--- config.mk ---
export PLATFORM = sky130hd
export DESIGN_NAME = tmtw_ctrl_flat
export DESIGN_NICKNAME = d
export VERILOG_FILES = /design/src/rtl/tmtw_pkg.sv /design/src/rtl/tmtw_if.sv /design/src/rtl/tmtw_ctrl.sv /design/src/flat_wrapper.sv
export SDC_FILE = /design/constraint.sdc
export NUM_CORES = 1
export LEC_CHECK = 0
export BUFFER_PORTS_ARGS = -buffer_cell sky130_fd_sc_hd__clkbuf_2
export CAP_MARGIN = 30
export CORE_ASPECT_RATIO = 1.25
export CORE_MARGIN = 5
export CORE_UTILIZATION = 55
export CTS_CLUSTER_DIAMETER = 60
export CTS_CLUSTER_SIZE = 10
export DETAILED_ROUTE_END_ITERATION = 10
export PLACE_DENSITY = 0.82
export SETUP_SLACK_MARGIN = 0.15
export SLEW_MARGIN = 20
export SYNTH_ARGS = -nofsm -noshare
export SYNTH_HDL_FRONTEND = slang
export SYNTH_SLANG_ARGS = --single-unit
export TNS_END_PERCENT = 100
--- constraint.sdc ---
create_clock -name clk_i -period 4.6 [get_ports clk_i]
set_input_delay 0.46 -clock clk_i [delete_from_list [all_inputs] [get_ports clk_i]]
set_output_delay 0.46 -clock clk_i [all_outputs]
set_load 0.1 [all_outputs]
--- src/rtl/tmtw_pkg.sv ---
// Shared types and constants of the text-mode terminal writer.
package tmtw_pkg;

  localparam int unsigned COLUMNS_DEF = 80;
  localparam int unsigned ROWS_DEF    = 25;

  localparam int unsigned OP_W     = 2;
  localparam int unsigned BYTE_W   = 8;
  localparam int unsigned WORD_W   = 16;
  localparam int unsigned CUR_COL_W = 7;
  localparam int unsigned CUR_ROW_W = 5;

  localparam logic [BYTE_W-1:0] CH_NEWLINE  = 8'd10;
  localparam logic [BYTE_W-1:0] CH_RETURN   = 8'd13;
  localparam logic [BYTE_W-1:0] CH_SPACE    = 8'd32;
  localparam logic [BYTE_W-1:0] RESET_COLOR = 8'h0F;

  typedef enum logic [OP_W-1:0] {
    OP_PUT   = 2'd0,
    OP_WRITE = 2'd1,
    OP_CLEAR = 2'd2,
    OP_READ  = 2'd3
  } op_e;

  typedef enum logic [2:0] {
    ST_INIT,
    ST_IDLE,
    ST_EXEC,
    ST_SCROLL,
    ST_FILL,
    ST_RESP
  } state_e;

endpackage

--- src/rtl/tmtw_if.sv ---
// Channel interfaces of the text-mode terminal writer: command, response and colour write.
interface tmtw_cmd_if;
  import tmtw_pkg::*;
  logic              valid;
  logic              ready;
  logic [OP_W-1:0]   op;
  logic [BYTE_W-1:0] char_code;
  logic [BYTE_W-1:0] cell_color;
  logic [BYTE_W-1:0] col_in;
  logic [BYTE_W-1:0] row_in;
  modport source (output valid, op, char_code, cell_color, col_in, row_in, input ready);
  modport sink   (input valid, op, char_code, cell_color, col_in, row_in, output ready);
endinterface

interface tmtw_rsp_if;
  import tmtw_pkg::*;
  logic                 valid;
  logic                 ready;
  logic [WORD_W-1:0]    cell_word;
  logic [CUR_COL_W-1:0] cursor_col;
  logic [CUR_ROW_W-1:0] cursor_row;
  logic                 scrolled;
  modport source (output valid, cell_word, cursor_col, cursor_row, scrolled, input ready);
  modport sink   (input valid, cell_word, cursor_col, cursor_row, scrolled, output ready);
endinterface


--- src/rtl/tmtw_ctrl.sv ---
// Sequencer of the terminal writer: cursor, command execution, scroll and fill sweeps.
module tmtw_ctrl #(
  parameter int unsigned COLUMNS = tmtw_pkg::COLUMNS_DEF,
  parameter int unsigned ROWS    = tmtw_pkg::ROWS_DEF,
  parameter int unsigned ADDR_W  = 11
) (
  input  logic                        clk_i,
  input  logic                        rst_ni,
  input  logic [tmtw_pkg::BYTE_W-1:0] text_color_i,
  tmtw_cmd_if.sink                    cmd_i,
  tmtw_rsp_if.source                  rsp_o,
  output logic                        ram_we_o,
  output logic [ADDR_W-1:0]           ram_waddr_o,
  output logic [tmtw_pkg::WORD_W-1:0] ram_wdata_o,
  output logic                        ram_re_o,
  output logic [ADDR_W-1:0]           ram_raddr_o,
  input  logic [tmtw_pkg::WORD_W-1:0] ram_rdata_i
);
  import tmtw_pkg::*;

  localparam int unsigned CELLS  = COLUMNS * ROWS;
  localparam int unsigned SHIFT_N = CELLS - COLUMNS;
  localparam int unsigned COL_W  = (COLUMNS > 1) ? $clog2(COLUMNS) : 1;
  localparam int unsigned ROW_W  = $clog2(ROWS);
  localparam int unsigned CNT_W  = $clog2(CELLS + 1);

  localparam logic [WORD_W-1:0] RESET_BLANK = {RESET_COLOR, CH_SPACE};

  state_e             state_q, state_d;
  op_e                op_q, op_d;
  logic [BYTE_W-1:0]  char_q, char_d;
  logic [BYTE_W-1:0]  color_q, color_d;
  logic [BYTE_W-1:0]  col_in_q, col_in_d;
  logic [BYTE_W-1:0]  row_in_q, row_in_d;
  logic [COL_W-1:0]   cur_col_q, cur_col_d;
  logic [ROW_W-1:0]   cur_row_q, cur_row_d;
  logic [CNT_W-1:0]   cnt_q, cnt_d;
  logic [WORD_W-1:0]  blank_q, blank_d;
  logic               scrolled_q, scrolled_d;

  logic                 rsp_valid_q, rsp_valid_d;
  logic [WORD_W-1:0]    rsp_word_q, rsp_word_d;
  logic [CUR_COL_W-1:0] rsp_col_q, rsp_col_d;
  logic [CUR_ROW_W-1:0] rsp_row_q, rsp_row_d;
  logic                 rsp_scr_q, rsp_scr_d;

  logic               in_range;
  logic [ADDR_W-1:0]  pos_addr;
  logic [ADDR_W-1:0]  cur_addr;
  logic               is_nl, is_cr, col_last, row_last, adv_row, need_scroll;

  assign in_range = ({1'b0, col_in_q} < 9'(COLUMNS)) && ({1'b0, row_in_q} < 9'(ROWS));
  assign pos_addr = ADDR_W'(ADDR_W'(row_in_q) * ADDR_W'(COLUMNS) + ADDR_W'(col_in_q));
  assign cur_addr = ADDR_W'(ADDR_W'(cur_row_q) * ADDR_W'(COLUMNS) + ADDR_W'(cur_col_q));

  assign is_nl       = (char_q == CH_NEWLINE);
  assign is_cr       = (char_q == CH_RETURN);
  assign col_last    = (cur_col_q == COL_W'(COLUMNS - 1));
  assign row_last    = (cur_row_q == ROW_W'(ROWS - 1));
  assign adv_row     = is_nl || (!is_cr && col_last);
  assign need_scroll = adv_row && row_last;

  assign cmd_i.ready      = (state_q == ST_IDLE);
  assign rsp_o.valid      = rsp_valid_q;
  assign rsp_o.cell_word  = rsp_word_q;
  assign rsp_o.cursor_col = rsp_col_q;
  assign rsp_o.cursor_row = rsp_row_q;
  assign rsp_o.scrolled   = rsp_scr_q;

  always_comb begin
    state_d     = state_q;
    op_d        = op_q;
    char_d      = char_q;
    color_d     = color_q;
    col_in_d    = col_in_q;
    row_in_d    = row_in_q;
    cur_col_d   = cur_col_q;
    cur_row_d   = cur_row_q;
    cnt_d       = cnt_q;
    blank_d     = blank_q;
    scrolled_d  = scrolled_q;
    rsp_valid_d = rsp_valid_q && !rsp_o.ready;
    rsp_word_d  = rsp_word_q;
    rsp_col_d   = rsp_col_q;
    rsp_row_d   = rsp_row_q;
    rsp_scr_d   = rsp_scr_q;
    ram_we_o    = 1'b0;
    ram_waddr_o = cur_addr;
    ram_wdata_o = {text_color_i, char_q};
    ram_re_o    = 1'b0;
    ram_raddr_o = pos_addr;

    unique case (state_q)
      ST_INIT: begin
        ram_we_o    = 1'b1;
        ram_waddr_o = cnt_q[ADDR_W-1:0];
        ram_wdata_o = RESET_BLANK;
        cnt_d       = cnt_q + 1'b1;
        if (cnt_q == CNT_W'(CELLS - 1)) begin
          state_d = ST_IDLE;
        end
      end
      ST_IDLE: begin
        if (cmd_i.valid) begin
          op_d     = op_e'(cmd_i.op);
          char_d   = cmd_i.char_code;
          color_d  = cmd_i.cell_color;
          col_in_d = cmd_i.col_in;
          row_in_d = cmd_i.row_in;
          state_d  = ST_EXEC;
        end
      end
      ST_EXEC: begin
        scrolled_d = 1'b0;
        blank_d    = {text_color_i, CH_SPACE};
        cnt_d      = '0;
        state_d    = ST_RESP;
        unique case (op_q)
          OP_PUT: begin
            ram_we_o    = !is_nl && !is_cr;
            ram_waddr_o = cur_addr;
            ram_wdata_o = {text_color_i, char_q};
            if (is_nl || is_cr || col_last) begin
              cur_col_d = '0;
            end else begin
              cur_col_d = cur_col_q + 1'b1;
            end
            // hold the last row on scroll, the sweep moves the text instead
            if (adv_row && !row_last) begin
              cur_row_d = cur_row_q + 1'b1;
            end
            if (need_scroll) begin
              scrolled_d = 1'b1;
              state_d    = ST_SCROLL;
            end
          end
          OP_WRITE: begin
            ram_we_o    = in_range;
            ram_waddr_o = pos_addr;
            ram_wdata_o = {color_q, char_q};
          end
          OP_CLEAR: begin
            cur_col_d = '0;
            cur_row_d = '0;
            state_d   = ST_FILL;
          end
          OP_READ: begin
            ram_re_o    = 1'b1;
            ram_raddr_o = pos_addr;
          end
          default: ;
        endcase
      end
      ST_SCROLL: begin
        // read one row ahead, write back the cell read in the previous cycle
        ram_re_o    = (cnt_q < CNT_W'(SHIFT_N));
        ram_raddr_o = ADDR_W'(cnt_q + CNT_W'(COLUMNS));
        ram_we_o    = (cnt_q != '0);
        ram_waddr_o = ADDR_W'(cnt_q - 1'b1);
        ram_wdata_o = ram_rdata_i;
        if (cnt_q == CNT_W'(SHIFT_N)) begin
          state_d = ST_FILL;
        end else begin
          cnt_d = cnt_q + 1'b1;
        end
      end
      ST_FILL: begin
        ram_we_o    = 1'b1;
        ram_waddr_o = cnt_q[ADDR_W-1:0];
        ram_wdata_o = blank_q;
        cnt_d       = cnt_q + 1'b1;
        if (cnt_q == CNT_W'(CELLS - 1)) begin
          state_d = ST_RESP;
        end
      end
      ST_RESP: begin
        if (!rsp_valid_q || rsp_o.ready) begin
          rsp_valid_d = 1'b1;
          rsp_word_d  = (op_q == OP_READ && in_range) ? ram_rdata_i : '0;
          rsp_col_d   = CUR_COL_W'(cur_col_q);
          rsp_row_d   = CUR_ROW_W'(cur_row_q);
          rsp_scr_d   = scrolled_q;
          state_d     = ST_IDLE;
        end
      end
      default: state_d = ST_IDLE;
    endcase
  end

  always_ff @(posedge clk_i or negedge rst_ni) begin
    if (!rst_ni) begin
      state_q     <= ST_INIT;
      cnt_q       <= '0;
      cur_col_q   <= '0;
      cur_row_q   <= '0;
      rsp_valid_q <= 1'b0;
    end else begin
      state_q     <= state_d;
      cnt_q       <= cnt_d;
      cur_col_q   <= cur_col_d;
      cur_row_q   <= cur_row_d;
      rsp_valid_q <= rsp_valid_d;
    end
  end

  always_ff @(posedge clk_i) begin
    op_q       <= op_d;
    char_q     <= char_d;
    color_q    <= color_d;
    col_in_q   <= col_in_d;
    row_in_q   <= row_in_d;
    blank_q    <= blank_d;
    scrolled_q <= scrolled_d;
    rsp_word_q <= rsp_word_d;
    rsp_col_q  <= rsp_col_d;
    rsp_row_q  <= rsp_row_d;
    rsp_scr_q  <= rsp_scr_d;
  end

endmodule

--- src/flat_wrapper.sv ---
// flat-port wrapper written by rule: the top's interface ports become plain ports
module tmtw_ctrl_flat import tmtw_pkg::*;
#(
  parameter int unsigned COLUMNS = tmtw_pkg::COLUMNS_DEF,
  parameter int unsigned ROWS    = tmtw_pkg::ROWS_DEF,
  parameter int unsigned ADDR_W  = 11
)
  (clk_i, rst_ni, text_color_i, ram_we_o, ram_waddr_o, ram_wdata_o, ram_re_o, ram_raddr_o, ram_rdata_i, cmd_i_valid, cmd_i_op, cmd_i_char_code, cmd_i_cell_color, cmd_i_col_in, cmd_i_row_in, cmd_i_ready, rsp_o_valid, rsp_o_cell_word, rsp_o_cursor_col, rsp_o_cursor_row, rsp_o_scrolled, rsp_o_ready);
  tmtw_cmd_if cmd_i_i ();
  tmtw_rsp_if rsp_o_i ();
  input  logic clk_i;
  input  logic rst_ni;
  input  logic [tmtw_pkg::BYTE_W-1:0] text_color_i;
  output logic ram_we_o;
  output logic [ADDR_W-1:0] ram_waddr_o;
  output logic [tmtw_pkg::WORD_W-1:0] ram_wdata_o;
  output logic ram_re_o;
  output logic [ADDR_W-1:0] ram_raddr_o;
  input  logic [tmtw_pkg::WORD_W-1:0] ram_rdata_i;
  input wire logic [$bits(cmd_i_i.valid)-1:0] cmd_i_valid;
  input wire logic [$bits(cmd_i_i.op)-1:0] cmd_i_op;
  input wire logic [$bits(cmd_i_i.char_code)-1:0] cmd_i_char_code;
  input wire logic [$bits(cmd_i_i.cell_color)-1:0] cmd_i_cell_color;
  input wire logic [$bits(cmd_i_i.col_in)-1:0] cmd_i_col_in;
  input wire logic [$bits(cmd_i_i.row_in)-1:0] cmd_i_row_in;
  output wire logic [$bits(cmd_i_i.ready)-1:0] cmd_i_ready;
  output wire logic [$bits(rsp_o_i.valid)-1:0] rsp_o_valid;
  output wire logic [$bits(rsp_o_i.cell_word)-1:0] rsp_o_cell_word;
  output wire logic [$bits(rsp_o_i.cursor_col)-1:0] rsp_o_cursor_col;
  output wire logic [$bits(rsp_o_i.cursor_row)-1:0] rsp_o_cursor_row;
  output wire logic [$bits(rsp_o_i.scrolled)-1:0] rsp_o_scrolled;
  input wire logic [$bits(rsp_o_i.ready)-1:0] rsp_o_ready;
  assign cmd_i_i.valid = cmd_i_valid;
  assign cmd_i_i.op = cmd_i_op;
  assign cmd_i_i.char_code = cmd_i_char_code;
  assign cmd_i_i.cell_color = cmd_i_cell_color;
  assign cmd_i_i.col_in = cmd_i_col_in;
  assign cmd_i_i.row_in = cmd_i_row_in;
  assign cmd_i_ready = cmd_i_i.ready;
  assign rsp_o_valid = rsp_o_i.valid;
  assign rsp_o_cell_word = rsp_o_i.cell_word;
  assign rsp_o_cursor_col = rsp_o_i.cursor_col;
  assign rsp_o_cursor_row = rsp_o_i.cursor_row;
  assign rsp_o_scrolled = rsp_o_i.scrolled;
  assign rsp_o_i.ready = rsp_o_ready;
  tmtw_ctrl #(.COLUMNS(COLUMNS), .ROWS(ROWS), .ADDR_W(ADDR_W)) u_core (.clk_i(clk_i), .rst_ni(rst_ni), .text_color_i(text_color_i), .cmd_i(cmd_i_i), .rsp_o(rsp_o_i), .ram_we_o(ram_we_o), .ram_waddr_o(ram_waddr_o), .ram_wdata_o(ram_wdata_o), .ram_re_o(ram_re_o), .ram_raddr_o(ram_raddr_o), .ram_rdata_i(ram_rdata_i));
endmodule
==> results of run 1 <==
[Yosys cell counts (all sizes together), types with 2 or more instances]
| library cell | count |
|---|---|
| edfxtp | 72 |
| nand2 | 71 |
| o21ai | 44 |
| nor2 | 38 |
| ha | 28 |
| dfrtp | 27 |
| inv | 26 |
| a21oi | 21 |
| and2 | 20 |
| buf | 19 |
| nand3 | 18 |
| clkbuf | 17 |
| xnor2 | 16 |
| xor2 | 15 |
| a22o | 10 |
| o22ai | 10 |
| and3 | 9 |
| nor3 | 9 |
| a221oi | 7 |
| a222oi | 7 |
| nor2b | 7 |
| a21o | 6 |
| a22oi | 6 |
| mux2i | 6 |
| nand2b | 6 |
| nand4 | 6 |
| a31oi | 5 |
| fa | 4 |
| mux2 | 4 |
| nor3b | 4 |
| nor4 | 3 |
| o311ai | 3 |
| o31ai | 3 |
| a32oi | 2 |
| o2bb2ai | 2 |
| or2 | 2 |
| or4 | 2 |
[where the power goes]
| part | internal [uW] | switching [uW] |
|---|---|---|
| sequential | 953 | 0.0000000000000298 |
| clock | 422 | 340 |
| combinational | 18.7 | 15.1 |
| total | 1390 | 355 |
[final cells by class]
class | count | share of cell area, %
Tap cell | 132 | 2.39
Clock inverter | 6 | 0.905
Timing Repair Buffer | 141 | 10.5
Inverter | 26 | 1.41
Sequential cell | 99 | 41.0
Multi-Input combinational cell | 415 | 40.5
Clock buffer | 10 | 3.31
[logic make-up (layout without fill, tap and decap cells)]
family | after synthesis | in the layout | synth area share, %
AOI/OAI and AO/OA | 140 | 140 | 16.2
xor gates and xnor gates | 31 | 31 | 4.60
adders and majority gates | 33 | 33 | 7.46
buffers and inverters | 62 | 183 | 4.54
DFF | 99 | 99 | 48.1
muxes | 10 | 10 | 1.78
and+or+nand+nor | 201 | 201 | 17.3
[critical path, delay by kind of cell, from the launching register on]
family / cells / cell delay [ns]
xor gates and xnor gates: 3 / 0.67
buffers and inverters: 2 / 0.53
and+or+nand+nor: 1 / 0.14
adders and majority gates: 3 / 0.86
DFF: 1 / 0.47
AOI/OAI and AO/OA: 2 / 0.33
[state kept, by name (all words and copies together) (netlist names)]
signal,count
u_core.blank_q,8
u_core.cur_row_q,5
u_core.rsp_o.scrolled,1
u_core.rsp_o.valid,1
u_core.row_in_q,8
u_core.col_in_q,8
u_core.color_q,8
u_core.cur_col_q,7
u_core.state_q,3
u_core.scrolled_q,1
u_core.char_q,8
u_core.rsp_o.cursor_col,7
u_core.rsp_o.cell_word,16
u_core.op_q,2
u_core.rsp_o.cursor_row,5
u_core.cnt_q,11
[through the flow]
step	hold WS [ns]	utilization, %	cells
floorplan	0.164	-	576
global placement	0.438	62.6	811
detailed placement	0.436	62.6	812
CTS	0.165	65.4	828
global route	0.199	65.5	829
finish	0.146	65.5	829
[metal layers]
metal	routed length, microns	up-vias	GRT usage, %
met5	0	-	0
met4	504	0	8.65
met3	1220	48	6.31
met2	7860	273	40.8
met1	5810	2374	29.0
li1	-	2341	-
[final timing paths]
kind                                     start                     to  cells past startpoint
hold / removal                          rst_ni        u_core.cnt_q[4]                      1
setup / recovery           u_core.cur_row_q[3]        ram_waddr_o[10]                     11
min in group clk_i         cmd_i_cell_color[0]      u_core.color_q[0]                      1
setup reg to reg             u_core.state_q[2]    u_core.cur_row_q[4]                      6
hold reg to reg              u_core.scrolled_q  u_core.rsp_o.scrolled                      0
max in group asynchronous               rst_ni        u_core.cnt_q[1]                      1
==> run_results.csv, run 1 <==
group,metric,value,unit
outcome,status,"completed",
power_and_ir_drop,power.density,253,nW/um^2
synth,syn_inst,576,
global_routing,grt_remaining_overflow,0,
finish,postLayoutCellArea,6920,sq um
finish,seqCellArea,2840,sq um
sta,worstMarginPinSlew,0.887,ns
sta,final-setup-viol-count,0,
route,post-route-drc-count,0,
run,max_cap_violations,0,
sta,finalWorstPathRequiredPeriod,3.83,ns
route,drt-vias-per-instance,6.07,
finish,most-common-layout-cells,"132 x sky130_fd_sc_hd__clkbuf_2, 72 x sky130_fd_sc_hd__edfxtp_1, 71 x sky130_fd_sc_hd__nand2_1",
power_and_ir_drop,totalPowerFinal,1750,uW
global_routing,antenna_found_initial,0,
finish,antenna_cells,0,
synth,synth.distinct_cells,69,
global_routing,grt_start_max_net_pins,36,
synth,yosys-top-cells-area,"sky130_fd_sc_hd__edfxtp_1 37%, sky130_fd_sc_hd__dfrtp_1 11%, sky130_fd_sc_hd__ha_1 5.9%",
worst_setup_path,timing.critical_path.arrival,3.37,ns
floorplan,core_area,10600,sq um
worst_setup_path,timing.critical_path.to_type,"output port",
synth,synth.yosys.warnings,0,
worst_setup_path,cp_data_required_time,4.14,ns
sta,timing.final.ws_setup,0.773,ns
clocking,cts_tree,"yes",
placement,post-place-ws,1.22,ns
synth,synth_edf_count,72,
synth,ys_async_sr_fraction,27.3,%
worst_setup_path,worstPathCellList,"ha_1, ha_1, inv_1, fa_1, xnor2_1, o2111ai_1, xnor2_1, xnor2_1, o21ai_0, nand3_1, clkbuf_2",
sta,drv_slew,0,
synth,syn-cell-area,5900,sq um
synth,synthesis.area_per_instance,10.2,sq um
floorplan,die-area,12900,sq um
power_and_ir_drop,worst_ir_drop_vdd,0.204,mV
worst_setup_path,worstSetupStartpointType,"flop",
synth,share_of_yosys_cell_area_claimed_by_the_top_area_cell_type,36.6,%
global_routing,global_route_wire_length_before_repair,24500,microns
floorplan,rows,42,
sta,fin_setup_tns,0,ns
clocking,number_of_buffers_inserted_during_clock_tree_synthesis,9,
synth,synth-seq-area-share,48.1,%
global_routing,first_global_vias,5002,
finish,nNetsFinal,786,
floorplan,floorplan.initialDensity,55.9,%
synth,synth-seq-cells,99,
finish,drive_gt1_share,24.5,%
placement,postPlaceCellArea,6620,sq um
synth,ys.flop_type,"sky130_fd_sc_hd__edfxtp_1",
sta,slew_headroom,40.6,%
global_routing,grt_util_all_layers,24.0,%
sta,grt_setup_unrepaired,"false",
route,first_pass_iters,5,
floorplan,chipHeight,126,microns
finish,multi_input_area,2800,sq um
route,wire_per_inst,18.6,microns
clocking,post_cts_hold_buffer_count,0,
finish,filler_cells,809,
route,ant_nets,0,
clocking,cts-root-buf,"sky130_fd_sc_hd__clkbuf_16",
route,drt-initial-drc-count,552,
clocking,cts_buffer_depth,2,
clocking,tritoncts_num_sinks,99,
worst_setup_path,timing_worst_setup_path_type,"flop to output port",
sta,skew,0.00876,ns
clocking,htreeDepth,3,
route,vias,5036,
clocking,insertion_delay,0.36,ns
worst_hold_path,hold_path_class,"input pin to asynchronous set/reset pin",
power_and_ir_drop,p_leak,0.00301,uW
sta,period_share,83.2,%
worst_setup_path,cp_slowest_cell,"sky130_fd_sc_hd__dfrtp_1",
worst_setup_path,critical-path-top-cell-by-count,"sky130_fd_sc_hd__xnor2_1",
worst_setup_path,regToRegSetupSlack,1.95,ns
clocking,cts_resized,0,
worst_setup_path,cpPeakStageDelay,0.47,ns
worst_setup_path,crit_fanout,8,
synth,syn-num-nets,670,
sta,final_hold_viol_count,0,
placement,gp_routability_congestion,0.934,
route,route.final.wire_length,15400,microns
floorplan,die_x,103,microns
finish,flow.area_growth_from_synthesis,17.1,%
finish,final_common_cell,"sky130_fd_sc_hd__clkbuf_2",
placement,io_buffers,132,
placement,dp_hpwl,11500,microns
clocking,worst_setup_hold_path_clk_slew,0.07,ns
sta,max_freq,0.261,GHz
synth,post-synth-top-area-cell,"sky130_fd_sc_hd__edfxtp_1",
floorplan,io_pins,133,
clocking,cts_setup_buffers,0,
(Power assumes the default switching activity.)
==> inputs of run 2 (changes only) <==
==> constraint.sdc (replaced) <==
create_clock -name clk_i -period 3.8 [get_ports clk_i]
set_input_delay 0.38 -clock clk_i [delete_from_list [all_inputs] [get_ports clk_i]]
set_output_delay 0.38 -clock clk_i [all_outputs]
set_load 0.1 [all_outputs]
==> run 2 against run 1 <==
Against the previous run:
- sequential share of layout area decreased by 2.2 points
- final cell count increased by 0.36%
- sequential power increased by 21%
- die area unchanged
- total power increased by 22%
- worst setup slack got worse by 0.49 ns
- first-iteration DRC count decreased by 7.4%
- global-route usage increased by 0.95 points
- utilization increased by 3.8 points
- wire length increased by 3.1%
- worst hold slack got worse by 0.082 ns
- critical path type unchanged
- largest power group unchanged
- highest routed layer unchanged
==> run_results.csv, run 2 (synthesized netlist as in run 1, its figures left out) <==
group,metric,value,unit
outcome,status,"completed",
worst_setup_path,worst-path-stages,8,
sta,drv_slew,0,
clocking,number_of_buffers_inserted_during_clock_tree_synthesis,9,
power_and_ir_drop,p_leak,0.00316,uW
finish,multi_input_area,2820,sq um
floorplan,rows,42,
clocking,worst_setup_hold_path_clk_slew,0.07,ns
route,route.final.wire_length,15900,microns
sta,fin_setup_tns,0,ns
clocking,cts_buffer_depth,2,
floorplan,core_area,10600,sq um
sta,max_freq,0.284,GHz
worst_setup_path,timing_worst_setup_path_type,"flop to output port",
placement,postPlaceCellArea,6980,sq um
finish,largest_register_ffs,16,
finish,flow.area_growth_from_synthesis,23.9,%
worst_setup_path,critical-path-top-cell-by-count,"sky130_fd_sc_hd__ha_1",
floorplan,chipHeight,126,microns
power_and_ir_drop,worst_ir_drop_vdd,0.237,mV
clocking,cts_tree,"yes",
placement,io_buffers,132,
power_and_ir_drop,power.density,291,nW/um^2
worst_setup_path,timing.critical_path.to_type,"output port",
floorplan,die_x,103,microns
sta,whs,0.0645,ns
floorplan,floorplan.initialDensity,55.9,%
global_routing,first_global_vias,5056,
global_routing,antenna_found_initial,0,
finish,drive_gt1_share,25.9,%
route,post-route-drc-count,0,
route,drt-initial-drc-count,511,
route,first_pass_iters,6,
worst_setup_path,worstPathCellList,"ha_1, ha_1, fa_1, xor2_2, or4_1, a32oi_1, a21oi_2, clkbuf_2",
floorplan,io_pins,133,
route,wire_per_inst,19.1,microns
sta,final-setup-viol-count,0,
worst_hold_path,hold_path_class,"input pin to asynchronous set/reset pin",
placement,gp_routability_congestion,0.914,
finish,seqCellArea,2840,sq um
global_routing,global_route_wire_length_before_repair,25400,microns
sta,finalWorstPathRequiredPeriod,3.52,ns
route,vias,5111,
finish,final_common_cell,"sky130_fd_sc_hd__clkbuf_2",
worst_setup_path,worstSetupStartpointType,"flop",
worst_setup_path,rr_worst_depth,6,
sta,worstMarginPinSlew,0.713,ns
clocking,htreeDepth,3,
clocking,insertion_delay,0.35,ns
worst_setup_path,cp_data_required_time,3.42,ns
route,drt-vias-per-instance,6.14,
sta,skew,0.00868,ns
sta,grt_setup_unrepaired,"true",
finish,antenna_cells,0,
global_routing,grt_start_max_net_pins,36,
worst_setup_path,cp_slowest_cell,"sky130_fd_sc_hd__or4_1",
clocking,post_cts_hold_buffer_count,0,
worst_setup_path,crit_fanout,6,
run,max_cap_violations,0,
worst_setup_path,critical_path_buf_inv_count,1,
finish,postLayoutCellArea,7310,sq um
worst_setup_path,critPathTopFamily,"adder cells",
finish,final_core_util,69.2,%
global_routing,grt_remaining_overflow,0,
clocking,cts-root-buf,"sky130_fd_sc_hd__clkbuf_16",
floorplan,die-area,12900,sq um
clocking,tritoncts_num_sinks,99,
finish,filler_cells,789,
sta,final_hold_viol_count,0,
finish,most-common-layout-cells,"106 x sky130_fd_sc_hd__clkbuf_2, 72 x sky130_fd_sc_hd__edfxtp_1, 71 x sky130_fd_sc_hd__nand2_1",
finish,nNetsFinal,789,
placement,dp_hpwl,11700,microns
worst_setup_path,timing.critical_path.arrival,3.14,ns
sta,slew_headroom,52.5,%
route,ant_nets,0,
sta,period_share,92.6,%
global_routing,grt_util_all_layers,25.0,%
worst_setup_path,cpPeakStageDelay,0.48,ns
[run 2: changes by cell type in the layout (fill, tap and decap cells not counted), moves of 2 or more]
cell / before / now
sky130_fd_sc_hd__o21ai_0: 43 / 31
sky130_fd_sc_hd__o21ai_1: 1 / 13
sky130_fd_sc_hd__a21oi_1: 21 / 19
sky130_fd_sc_hd__buf_4: 8 / 16
sky130_fd_sc_hd__a21oi_2: 0 / 2
sky130_fd_sc_hd__clkbuf_2: 132 / 106
sky130_fd_sc_hd__buf_12: 0 / 22
sky130_fd_sc_hd__clkinv_1: 2 / 0
[run 2: worst paths after layout]
check	slack [ns]	endpoint	from
max	0.28	ram_waddr_o[9]	u_core.row_in_q[1]
min	0.06	u_core.cnt_q[5]	rst_ni
min reg2reg	0.46	u_core.rsp_o.scrolled	u_core.scrolled_q
min in group clk_i	0.20	u_core.char_q[6]	cmd_i_char_code[6]
max in group asynchronous	3.23	u_core.cur_row_q[3]	rst_ni
max reg2reg	1.22	u_core.cur_row_q[4]	u_core.state_q[2]
[run 2: power breakdown]
group          internal [uW]      switching (uW)  leakage, uW
logic                   22.6                19.1      0.00194
registers               1150  0.0000000000000210      0.00107
clock network            518                 416     0.000145
[run 2: metal layers]
metal / routed length, microns / up-vias / global-route usage, % / share of wire (%)
li1: - / 2356 / - / -
met2: 8150 / 268 / 42.4 / 51
met1: 6000 / 2445 / 29.8 / 38
met3: 1280 / 42 / 5.75 / 8.0
met4: 462 / 0 / 11.0 / 2.9
met5: 0 / - / 0 / 0
[run 2: per-stage QoR]
| step | worst slack (ns) | total power (uW) | instances |
|---|---|---|---|
| 2_1_floorplan | 0.0284 | 1180 | 576 |
| 3_3_place_gp | 0.729 | 1220 | 815 |
| 3_5_place_dp | 0.678 | 1220 | 815 |
| 4_1_cts | 0.285 | 2140 | 831 |
| 5_1_grt | 0.136 | 2190 | 832 |
| 6_report | 0.280 | 2130 | 832 |
[run 2: layout make-up]
type	instances	area share, %
flip-flops and latches	99	38.8
multi-input cells	415	38.6
repair buffers	144	14.9
clock buffers	10	3.13
well taps	132	2.26
inverters	26	1.33
clock inverters	6	0.975
[run 2: worst reg2reg max path: cells and delay by family, from the launching register on]
family	cells	cell delay, ns
AOI/OAI and AO/OA	1	0.29
buffers and inverters	1	0.32
and+or+nand+nor	4	1.26
DFF	1	0.59
[run 2: what timing repair did]
item | 4_1_cts | 5_1_grt
setup endpoints to repair | 0 | 3
buffers inserted | 0 | 0
resized for setup | 0 | 6
